`config.mk`:
```
export PLATFORM = sky130hd
export DESIGN_NAME = aoc_div255
export DESIGN_NICKNAME = d
export VERILOG_FILES = /design/src/rtl/aoc_pkg.sv /design/src/rtl/aoc_div255.sv
export SDC_FILE = /design/constraint.sdc
export NUM_CORES = 1
export LEC_CHECK = 0
export BUFFER_PORTS_ARGS = -buffer_cell sky130_fd_sc_hd__buf_2
export CAP_MARGIN = 20
export CELL_PAD_IN_SITES_DETAIL_PLACEMENT = 0
export CELL_PAD_IN_SITES_GLOBAL_PLACEMENT = 1
export CORE_ASPECT_RATIO = 1.2
export CORE_MARGIN = 8
export CORE_UTILIZATION = 45
export CTS_CLUSTER_DIAMETER = 100
export DETAILED_ROUTE_END_ITERATION = 10
export GPL_ROUTABILITY_DRIVEN = 0
export GPL_TIMING_DRIVEN = 0
export PLACE_DENSITY_LB_ADDON = 0.1
export SLEW_MARGIN = 30
export SYNTH_ARGS = -nofsm -noshare
export SYNTH_HDL_FRONTEND = slang
export SYNTH_SLANG_ARGS = --single-unit
```
`constraint.sdc`:
```
create_clock -name clk -period 11.1 [get_ports clk]
set_input_delay 1.11 -clock clk [delete_from_list [all_inputs] [get_ports clk]]
set_output_delay 1.11 -clock clk [all_outputs]
set_load 0.05 [all_outputs]
```
`src/rtl/aoc_pkg.sv`:
```
// aoc_pkg: shared constants for the alpha over compositor
// register indexes, field widths, reset values and pipeline latency
// no dependencies
package aoc_pkg;

    localparam int FRAC_BITS_DEF     = 16;
    localparam int ALPHA_EPSILON_DEF = 66;

    localparam int PIX_W        = 8;
    localparam int OPACITY_W    = 17;
    localparam int OPACITY_FRAC = 16;
    localparam logic [OPACITY_W-1:0] OPACITY_ONE = 17'h10000;

    localparam int CFG_INDEX_W = 2;
    localparam int CFG_DATA_W  = OPACITY_W;
    localparam logic [CFG_INDEX_W-1:0] REG_LAYER_OPACITY = 2'd0;
    localparam logic [CFG_INDEX_W-1:0] REG_LAYER_VISIBLE = 2'd1;

    localparam int BYTE_MAX = 255;

    localparam int DIV255_LAT = 2;
    localparam int DIV_STEPS  = PIX_W;
    // input stage, divide by 255, three blend stages, divider steps, output stage
    localparam int PIPE_LAT   = 1 + DIV255_LAT + 3 + DIV_STEPS + 1;

endpackage

```
`src/rtl/aoc_div255.sv`:
```
// aoc_div255: pipelined exact floor division by 255
// reciprocal multiply then one correction step; uses aoc_pkg
module aoc_div255 #(
    parameter int X_W = 25
) (
    input  logic           clk,
    input  logic [X_W-1:0] x,
    output logic [X_W-8:0] q
);

    localparam int Q_W = X_W - 7;
    localparam int P_W = X_W + Q_W;
    localparam longint unsigned RECIP_L = (64'd1 << X_W) / 64'd255;
    localparam logic [Q_W-1:0] RECIP = Q_W'(RECIP_L);
    localparam logic [X_W:0] DIV_C = (X_W+1)'(aoc_pkg::BYTE_MAX);

    logic [P_W-1:0] prod_reg;
    logic [X_W-1:0] x_reg;
    logic [Q_W-1:0] q_reg;
    logic [Q_W-1:0] q_est;
    logic [X_W:0]   q_times;
    logic [X_W:0]   rem;
    logic [Q_W-1:0] q_next;

    always_ff @(posedge clk)
    begin
        prod_reg <= {{Q_W{1'b0}}, x} * {{X_W{1'b0}}, RECIP};
        x_reg    <= x;
        q_reg    <= q_next;
    end

    // estimate is the quotient or one below it
    always_comb
    begin
        q_est   = prod_reg[P_W-1:X_W];
        q_times = {q_est, 8'd0} - {8'd0, q_est};
        rem     = {1'b0, x_reg} - q_times;
        q_next  = (rem >= DIV_C) ? q_est + Q_W'(1) : q_est;
    end

    assign q = q_reg;

endmodule

```
# After elaboration in Yosys (flattened, before gate mapping)
# Cells that the tools add are included.
# word_totals
ff_bits	85
inputBits	26
output_inout_bits	18
word_cells	9
# op_classes
addsub	3
multipliers	1
magnitude_cmp	1
n_mux	1
# op_table
op	n
$mul 25x17->42 const B	1
$ge 26x8->1 const B	1
$sub 25x26->26	1
$sub 26x18->26	1
$add 18x1->18 const B	1
$mux 18	1

# Longest topological paths before layout
# logic_depth
depth_word	4
ltp_mapped	18
ltp_nobuf	18

# Worst setup path after synthesis
# OpenSTA, ideal clock, no wires.
# synth_path
path_kind	input-to-reg
startpoint	input port x[2]
endpoint	register prod_reg[41]
setup_ps	121
arrival_time_ps	4867
slack_ps	6113
stages	18
n_path_buf	0
path_cell_list	ha_1 > ha_1 > inv_1 > fa_1 > inv_1 > ha_1 > ha_1 > a21o_1 > a21o_1 > a211o_1 > o221ai_1 > o2111a_1 > o311ai_0 > a21oi_1 > o22ai_1 > nand2_1 > nor3_1 > nor2_1
# synth_between
elab_chain_len	1
# synth_lines
element	line_no	source
start, declared	aoc_div255.sv:7	input logic [X_W-1:0] x,
$mul 25x17->42	aoc_div255.sv:27	prod_reg <= {{Q_W{1'b0}}, x} * {{X_W{1'b0}}, RECIP};
end signal, assigned	aoc_div255.sv:27	
end, declared	aoc_div255.sv:17	logic [P_W-1:0] prod_reg;
# Every way passes these cells.

# Worst setup path after layout
# layout_path
startpoint	input port x[10]
endpoint	register prod_reg[41]
# The elaborated chain is that of the path after synthesis.

==> results.md <==
* Crit-path leading delay family: compound AO/OA/AOI/OAI gates
* WP data arrival at 5.55 ns
* Synthesis Warnings at 0
* Clock root buffer: clkbuf_16
* Worst-Skew Late Latency at 0.32 ns
* CP Launch Type: primary input
* Most used DFF post-synth: dfxtp_1
* Critical-path cell list: buf_2 -> ha_1 -> ha_1 -> inv_1 -> fa_1 -> inv_1 -> ha_1 -> ha_1 -> a21o_1 -> a21o_1 -> a211o_1 -> o221ai_1 -> o2111a_1 -> o311ai_0 -> a21oi_1 -> o22ai_1 -> nand2_1 -> nor3_1 -> nor2_1
* Relative slew margins at 49.6%
* Final setup margin at 5.75 ns
* RSZ-0062 raised after global routing: false
* Leak pwr at 3.25 nW
* Total CTS buffers at 9
* Number of global-route vias before repair at 4632
* Fin. max-slew vios at 0
* N_diodes at 0
* DR pass1 iterations at 4
* Final Skew at 0.00451 ns
* Critical path class: primary input to flop
* Worst Hold Class: flop to flop
* TNS Setup at 0 ns
* Async S/R FF share, synth at 0%
* Final Core Density at 50.8%
* Routed vias/inst at 5.24
* Unique cell type count in the Yosys netlist at 65
* Number of max-cap violations at 0
* Post_cts resized at 0
* Final WL at 13.7 mm
* Mapped Nets at 799
* Worst VDD drop at 101 µV
* Cell area after synthesis at 5630 µm²
* Total congestion overflow at 0
* Hold_buf cts at 0
* Fin. Hold Viols at 0
* WHS at 0.572 ns
* Crit path buf inv count at 3
* #FFs+latches synth at 61
* PD cells at 249 nW/µm²
* Worst path max stage delay at 0.57 ns
* Reg clk slew, reported paths at 0.05 ns
* Post-DP HPWL at 11.8 mm
* Buffers on Ports at 43
* Slew @ Worst Pin at 0.737 ns
* Initial antenna violation count at 0
* Highest-count cells in the layout ignoring fill and taps: ha_1 (133), inv_1 (112), dfxtp_1 (61)
* Synthesized area per cell at 9.04 µm²
* Largest register FFs at 25
* Status: complete, no violations
* Post-CTS Setup Repair Bufs at 0
* Final Critical Period at 5.35 ns
* # nets final at 853
* Starting Density at 45.3%
* IO Count at 44
* Crit-path most repeated cell: ha_1
* Antenna-violating nets left at 0
* FMAX at 187 MHz
* Critical-path top delay cell: o311ai_0
* Cells after synthesis at 623
* Die H at 139 µm
* Place WS at 5.42 ns
* Tot Pwr at 0.00158 W
* Site Rows at 45
* First-pass GRT wire length at 22.9 mm
* Clk buf depth at 2
* Critical Path RT at 11.30 ns
* Stages on the worst setup path at 19
* Routed WL per cell at 16.2 µm
* Register area share after synthesis at 21.7%
* 1st-iter DRT viols at 186
* Min-Delay Path Depth at 2
* Core area at 12400 µm²
* Number of synthesized flops with an enable pin at 0
* Reg2Reg Depth at 16
* Largest net degree at the start of global routing at 11
* Layout cells sized above 1 at 12.2%
* Synth-to-Final Area Change at 12.2%
* DRC Markers at 0
* Commonest non-fill, non-tap cell in the layout: ha_1
* Vias at 4428
* Critical path endpoint category: flop
* TritonCTS clock tree: built
* H-tree level count at 3
* Crit Path Max Fanout at 4
* Die area at 16400 µm²
* Total GRT Usage at 17.3%
* Die W at 118 µm
* Clock Sinks at 61
* Period utilization at 48.2%
* Final setup vio count at 0
## where the power goes
part           switching [W]  internal (W)  total [W]
clock              0.0000896      0.000155   0.000244
sequential         0.0000380      0.000266   0.000304
combinational       0.000628      0.000399    0.00103
total               0.000756      0.000819    0.00158
## layout make-up
| cell class | count | area, µm² |
|---|---|---|
| Tap cell | 164 | 205 |
| Sequential cell | 61 | 1220 |
| Multi-Input combinational cell | 442 | 3960 |
| Timing Repair Buffer | 43 | 215 |
| Fill cell | 1232 | 6120 |
| Clock inverter | 4 | 25.0 |
| Buffer | 8 | 37.5 |
| Inverter | 112 | 420 |
| Clock buffer | 11 | 243 |
## cells in the mapped netlist, types with 11 or more instances
cell	n	area (µm²)
a21o_1	16	120
a21oi_1	34	170
dfxtp_1	61	1220
fa_1	17	340
ha_1	133	1660
inv_1	112	420
nand2_1	22	82.6
nand3_1	16	80.1
nand4_1	11	68.8
nor2_1	27	101
o21ai_0	17	85.1
xnor2_1	32	280
## worst reg2reg max path, delay by kind of cell, from the launching register on
family	cells	cell delay, ns
DFF	1	0.36
muxes	1	0.31
AOI/OAI and AO/OA	4	0.89
and+or+nand+nor	5	1.41
buffers and inverters	4	0.82
adders and majority gates	2	0.73
## metal layers
layer / vias to the layer above / GRT usage, % / share of wire, %
met5: - / 0 / 0
met3: 31 / 1.71 / 2.1
met4: 0 / 8.38 / 3.2
met2: 84 / 30.3 / 50
li1: 2268 / - / -
met1: 2045 / 20.5 / 45
## through the flow
step / area, µm² / cells
4_1_cts: 6320 / 845
6_report: 6320 / 845
3_3_place_gp: 6050 / 830
5_1_grt: 6320 / 845
2_1_floorplan: 5630 / 623
3_5_place_dp: 6050 / 830
## logic make-up (layout without fill, tap and decap cells)
kind of cell | count (synthesis) | in the layout | synth area share, %
adder cells (fa/ha/maj) | 150 | 150 | 35.6
AND/OR/NAND/NOR | 136 | 136 | 13.5
buffers and inverters | 120 | 178 | 8.13
AO/OA/AOI/OAI | 113 | 113 | 14.2
flip-flops | 61 | 61 | 21.7
XOR/XNOR | 38 | 38 | 5.91
multiplexers | 5 | 5 | 0.999
## final timing paths
check	startpoint	endpoint	slack [ns]
setup / recovery	x[10]	prod_reg[41]	5.75
hold / removal	prod_reg[42]	q[17]	0.57
setup reg to reg	prod_reg[33]	q[1]	6.48
hold reg to reg	prod_reg[42]	q[17]	0.57
(Power assumes the default switching activity.)
