File: src/rtl/aoc_div_lane.sv
// aoc_div_lane: restoring divider, one quotient bit per pipeline stage
// quotient must fit in Q_W bits; no dependencies
module aoc_div_lane #(
    parameter int N_W = 24,
    parameter int D_W = 18,
    parameter int Q_W = 8
) (
    input  logic           clk,
    input  logic [N_W-1:0] num,
    input  logic [D_W-1:0] den,
    output logic [Q_W-1:0] quo
);

    localparam int C_W = ((N_W > D_W) ? N_W : D_W) + Q_W;

    logic [N_W-1:0] rem_reg [Q_W-1];
    logic [D_W-1:0] den_reg [Q_W-1];
    logic [Q_W-1:0] quo_reg [Q_W];

    for (genvar k = 0; k < Q_W; k++)
    begin : g_step
        logic [N_W-1:0] rem_in;
        logic [D_W-1:0] den_in;
        logic [Q_W-1:0] quo_in;
        logic [C_W-1:0] trial;
        logic [C_W-1:0] diff;
        logic           fits;
        logic [N_W-1:0] rem_next;
        logic [Q_W-1:0] quo_next;

        if (k == 0)
        begin : g_first
            assign rem_in = num;
            assign den_in = den;
            assign quo_in = '0;
        end
        else
        begin : g_rest
            assign rem_in = rem_reg[k-1];
            assign den_in = den_reg[k-1];
            assign quo_in = quo_reg[k-1];
        end

        always_comb
        begin
            trial    = {{(C_W-D_W){1'b0}}, den_in} << (Q_W - 1 - k);
            fits     = {{(C_W-N_W){1'b0}}, rem_in} >= trial;
            diff     = {{(C_W-N_W){1'b0}}, rem_in} - trial;
            rem_next = fits ? diff[N_W-1:0] : rem_in;
            quo_next = quo_in;
            quo_next[Q_W-1-k] = fits;
        end

        always_ff @(posedge clk)
        begin
            quo_reg[k] <= quo_next;
        end

        if (k < Q_W - 1)
        begin : g_keep
            always_ff @(posedge clk)
            begin
                rem_reg[k] <= rem_next;
                den_reg[k] <= den_in;
            end
        end
    end

    assign quo = quo_reg[Q_W-1];

endmodule

File: config.mk
export PLATFORM = sky130hd
export DESIGN_NAME = aoc_div_lane
export DESIGN_NICKNAME = d
export VERILOG_FILES = /design/src/rtl/aoc_div_lane.sv
export SDC_FILE = /design/constraint.sdc
export NUM_CORES = 1
export LEC_CHECK = 0
export ABC_AREA = 1
export CAP_MARGIN = 0
export CORE_ASPECT_RATIO = 1.4
export CORE_MARGIN = 1.5
export CORE_UTILIZATION = 40
export DETAILED_ROUTE_END_ITERATION = 6
export DONT_BUFFER_PORTS = 1
export GPL_ROUTABILITY_DRIVEN = 1
export SLEW_MARGIN = 25
export SYNTH_ARGS = -nofsm -noshare
export SYNTH_HDL_FRONTEND = slang
export SYNTH_SLANG_ARGS = --single-unit
File: constraint.sdc
create_clock -name clk -period 4.6 [get_ports clk]
set_input_delay 0 -clock clk [delete_from_list [all_inputs] [get_ports clk]]
set_output_delay 0 -clock clk [all_outputs]
set_load 0.02 [all_outputs]
Word-level counts from Yosys, hierarchy flattened
Memories as Yosys holds them, arrays and structs flattened.
Cells that the tools add are included.
{"block": "totals", "wordCells": 25, "inputBits": 43, "ram_bits": 358, "mem_count": 3, "reg_bits": 0, "out_inout_bits": 8}
{"memory": "rem_reg", "depth": 7, "width": 24, "rd": 7, "rd_clocked_by_memory_dff": 0, "write_ports": 7, "line": "16", "source": "logic [N_W-1:0] rem_reg [Q_W-1];"}
{"memory": "den_reg", "depth": 7, "width": 18, "rd": 7, "rd_clocked_by_memory_dff": 0, "write_ports": 7, "line": "17", "source": "logic [D_W-1:0] den_reg [Q_W-1];"}
{"memory": "quo_reg", "depth": 8, "width": 8, "rd": 8, "rd_clocked_by_memory_dff": 0, "write_ports": 8, "line": "18", "source": "logic [Q_W-1:0] quo_reg [Q_W];"}
{"block": "op_classes", "addsub": 7, "mux": 7, "n_lt_le_gt_ge": 8}
{"cell": "24-bit 2-to-1 mux", "count": 7}
{"cell": "24-bit subtractor", "count": 2}
{"cell": "24-bit by 25-bit greater-or-equal comparator with 1-bit output", "count": 1}
{"cell": "24-bit by 18-bit greater-or-equal comparator with 1-bit output", "count": 1}
{"cell": "24-bit by 19-bit greater-or-equal comparator with 1-bit output", "count": 1}
{"cell": "24-bit by 20-bit greater-or-equal comparator with 1-bit output", "count": 1}
{"cell": "24-bit by 21-bit greater-or-equal comparator with 1-bit output", "count": 1}
{"cell": "24-bit by 22-bit greater-or-equal comparator with 1-bit output", "count": 1}
{"cell": "24-bit by 23-bit greater-or-equal comparator with 1-bit output", "count": 1}
{"cell": "24-bit greater-or-equal comparator", "count": 1}
{"cell": "24-bit by 19-bit subtractor with 24-bit output", "count": 1}
{"cell": "24-bit by 20-bit subtractor with 24-bit output", "count": 1}
{"cell": "24-bit by 21-bit subtractor with 24-bit output", "count": 1}
{"cell": "24-bit by 22-bit subtractor with 24-bit output", "count": 1}
{"cell": "24-bit by 23-bit subtractor with 24-bit output", "count": 1}

Logic depth before layout (Yosys ltp)
An unclocked memory read counts as a cell.
{"block": "depth", "depth_word": 3, "mapped_depth": 14, "mapped_depth_nobuf": 14}

Least setup slack after synthesis
OpenSTA, ideal clock, no wires.
{"block": "synth_path", "path_type": "register -> register", "start": "memory rem_reg[2][4]", "end": "memory rem_reg[3][10]", "stages_incl_launch_ff": 13, "arrival_ns": 1.738, "n_path_buf": 1, "required_ns": 4.488, "synth_period_minus_slack_ns": 1.850, "setup_time_ns": 0.112, "slack_ns": 2.750, "cell_sequence": "dfxtp_1 inv_1 ha_1 fa_1 inv_1 nand3_1 nand3_1 nand3_1 nand4_2 inv_2 buf_6 nand2_1 nand2_1"}
{"item": "start: declaration", "line": "16"}

==> results.json <==
{
  "grt.total_usage_pct": 23.6,
  "grt_pass1_vias": 17000,
  "ys_top_cells_by_area": "dfxtp_1, nand2_1, ha_1, inv_1, nand3_1",
  "period_share_pct": 63.3,
  "synth_top_area_share_pct": 36.2,
  "combPwrFrac_pct": 48.3,
  "yosysSeqAreaShare_pct": 36.2,
  "wire_per_inst_um": 15.9,
  "finalNonFillerCells": 3413,
  "setup_viol": 0,
  "cts_tree": "done",
  "synth_flop_cell": "dfxtp_1",
  "wl_mm": 54.2,
  "async_flop_share_pct": 0,
  "clock-sinks": 330,
  "tightest_slew_ns": 1.00,
  "mostFrequentLayoutCells": "nand2_1, inv_1, dfxtp_1",
  "ctsResizeCount": 0,
  "cap_violations": 0,
  "synthCells": 2708,
  "clock-root-buffer": "clkbuf_16",
  "fin_tns_setup_ns": 0,
  "final_util_pct": 45.5,
  "clk_pin_slew_worst_paths_ns": 0.06,
  "crit_path_end_kind": "flip-flop",
  "die_area_sq_mm": 0.0469,
  "num_vias": 16200,
  "drive_above_1_share_pct": 4.46,
  "route.detailed.drc": 0,
  "clock.fmax_mhz": 343,
  "path_cells": "inv_1 > ha_1 > inv_1 > fa_1 > nand2_1 > nand3_1 > nand2_1 > nand4_1 > o21ai_0",
  "n_antenna_cell": 0,
  "die_y_um": 256,
  "placedCellCount": 3298,
  "cp-start-kind": "flip-flop",
  "dp_hpwl_mm": 45.4,
  "cp.required_ns": 5.03,
  "cellPowerDensity_mw_per_mm2": 653,
  "clockBufferDepth": 3,
  "ios": 51,
  "ir_drop_mv": 0.281,
  "path_buf_inv": 2,
  "grt_max_degree": 23,
  "ys_ff_latch": 330,
  "num_rows": 92,
  "synth_warnings": 0,
  "worstHoldPathType": "in2reg",
  "finalCriticalPeriod_ns": 2.91,
  "grt_first_pass_wirelength_mm": 85.7,
  "cts_inserted_buffers": 36,
  "ff2ff_path_depth": 9,
  "rsz0062_at_grt": "no",
  "hold_viol_final": 0,
  "core-area_sq_mm": 0.0450,
  "gr-total-overflow": 0,
  "io_buffer_count": 0,
  "first_pass_iters": 5,
  "maxSlewHeadroom_pct": 33.0,
  "synth-edff-count": 0,
  "synth_cell_types": 36,
  "cts_setup_buffers": 0,
  "crit_family": "simple AND/OR/NAND/NOR gates",
  "yosys.area.top_type": "dfxtp_1",
  "p_sw_w": 0.00592,
  "layout_commonest_cell": "nand2_1",
  "insertion_delay_ns": 0.55,
  "htree_num_levels": 2,
  "intPower_w": 0.00745,
  "sequentialPowerShare_pct": 30.5,
  "switching_share_pct": 44.3,
  "max_stage_delay_ns": 0.79,
  "leakagePower_nw": 11.2,
  "power.share.clock_pct": 21.2,
  "synth_area_sq_mm": 0.0182,
  "holdPathStages": 6,
  "critPathMaxFanout": 20,
  "final_nets": 2968,
  "drv_slew": 0,
  "holdBufCountCts": 50,
  "via_per_inst": 4.74,
  "slowest_stage": "nand4_1",
  "synth_area_per_cell_sq_um": 6.74,
  "largest_reg_flops": 168,
  "initial_core_util_pct": 40.5,
  "synth_fp_nets": 2901,
  "crit_type": "reg2reg",
  "gp_congestion": 0.941,
  "die_w_um": 184,
  "drt_iter0_drc": 619,
  "drtAntennaViolNets": 0,
  "critPathArrivalTime_ns": 3.34,
  "fin_worst_skew_ns": 0.0291,
  "synthToLayoutAreaGrowth_pct": 12.3,
  "path_depth": 9,
  "status": "complete, no violations",
  "grt_antenna_before_repair": 0
}
[layout make-up]
class / count / area [sq um]
Fill cell: 4708 / 24500
Multi-Input combinational cell: 1866 / 9590
Sequential cell: 330 / 6610
Inverter: 487 / 1830
Clock buffer: 51 / 997
Tap cell: 611 / 764
Timing Repair Buffer: 54 / 531
Clock inverter: 14 / 166
[worst reg2reg max path, stage by stage (launching register included)]
cell and delay (ns):
dfxtp_1 0.29, inv_1 0.06, ha_1 0.14, inv_1 0.08, fa_1 0.47, nand2_1 0.10
nand3_1 0.23, nand2_1 0.19, nand4_1 0.79, o21ai_0 0.45
[power groups by stage]
stage	logic, W	clock network (W)	registers (W)
CTS	0.00647	0.00292	0.00408
global route	0.00735	0.00304	0.00416
floorplan	0.00482	0	0.00399
detailed placement	0.00641	0	0.00414
finish	0.00646	0.00284	0.00408
global placement	0.00634	0	0.00414
[metal layers]
| layer | track usage (%) | up-vias | part of all wire [%] |
|---|---|---|---|
| li1 | - | 8453 | - |
| met5 | 0 | - | 0 |
| met1 | 18.2 | 7264 | 31 |
| met2 | 51.2 | 289 | 59 |
| met4 | 17.2 | 0 | 8.2 |
| met3 | 2.28 | 176 | 2.1 |
[path summary, 6_finish.rpt]
kind | endpoint | slack, ns | startpoint
setup / recovery | rem_reg[5][2] | 1.69 | rem_reg[4][2]
setup reg to reg | rem_reg[5][2] | 1.69 | rem_reg[4][2]
hold reg to reg | quo_reg[1][26] | 0.33 | quo_reg[1][18]
hold / removal | rem_reg[0][22] | 0.02 | den[15]
[per-stage QoR]
stage	setup WS, ns	hold WS [ns]	cell area [sq um]	power [W]
floorplan	2.75	0.0277	18200	0.00881
global placement	1.73	0.0278	18800	0.0105
detailed placement	1.65	0.0278	18800	0.0106
CTS	1.64	0.00272	20500	0.0135
global route	1.45	0.0160	20500	0.0146
finish	1.69	0.0184	20500	0.0134
[cell usage after synthesis, types with 2 or more instances]
master and n:
buf_6 8, dfxtp_1 330, o21ai_1 6, fa_1 7, nand2_2 16, nand3_1 191
o21bai_1 6, nand4_1 27, nor2_1 186, a21oi_2 13, buf_4 12, or2_2 2
xor2_1 51, inv_2 12, ha_1 143, o211ai_1 2, nand3b_1 37, xnor2_1 8
nand4_2 5, inv_1 474, o21ai_0 22, nor2_2 8, nand2_4 5, nor3_1 26
nand2_1 1008, buf_2 4, a21oi_1 90
[logic make-up (layout without fill, tap and decap cells)]
kind of cell	Yosys count	after routing	synth area share [%]
buf+inv	512	606	11.2
xor+xnor	59	59	2.83
flops	330	330	36.2
compound gates	142	142	4.37
simple gates	1515	1515	34.8
fa+ha+maj	150	150	10.6
No activity file was read; power rests on OpenSTA's default activity.
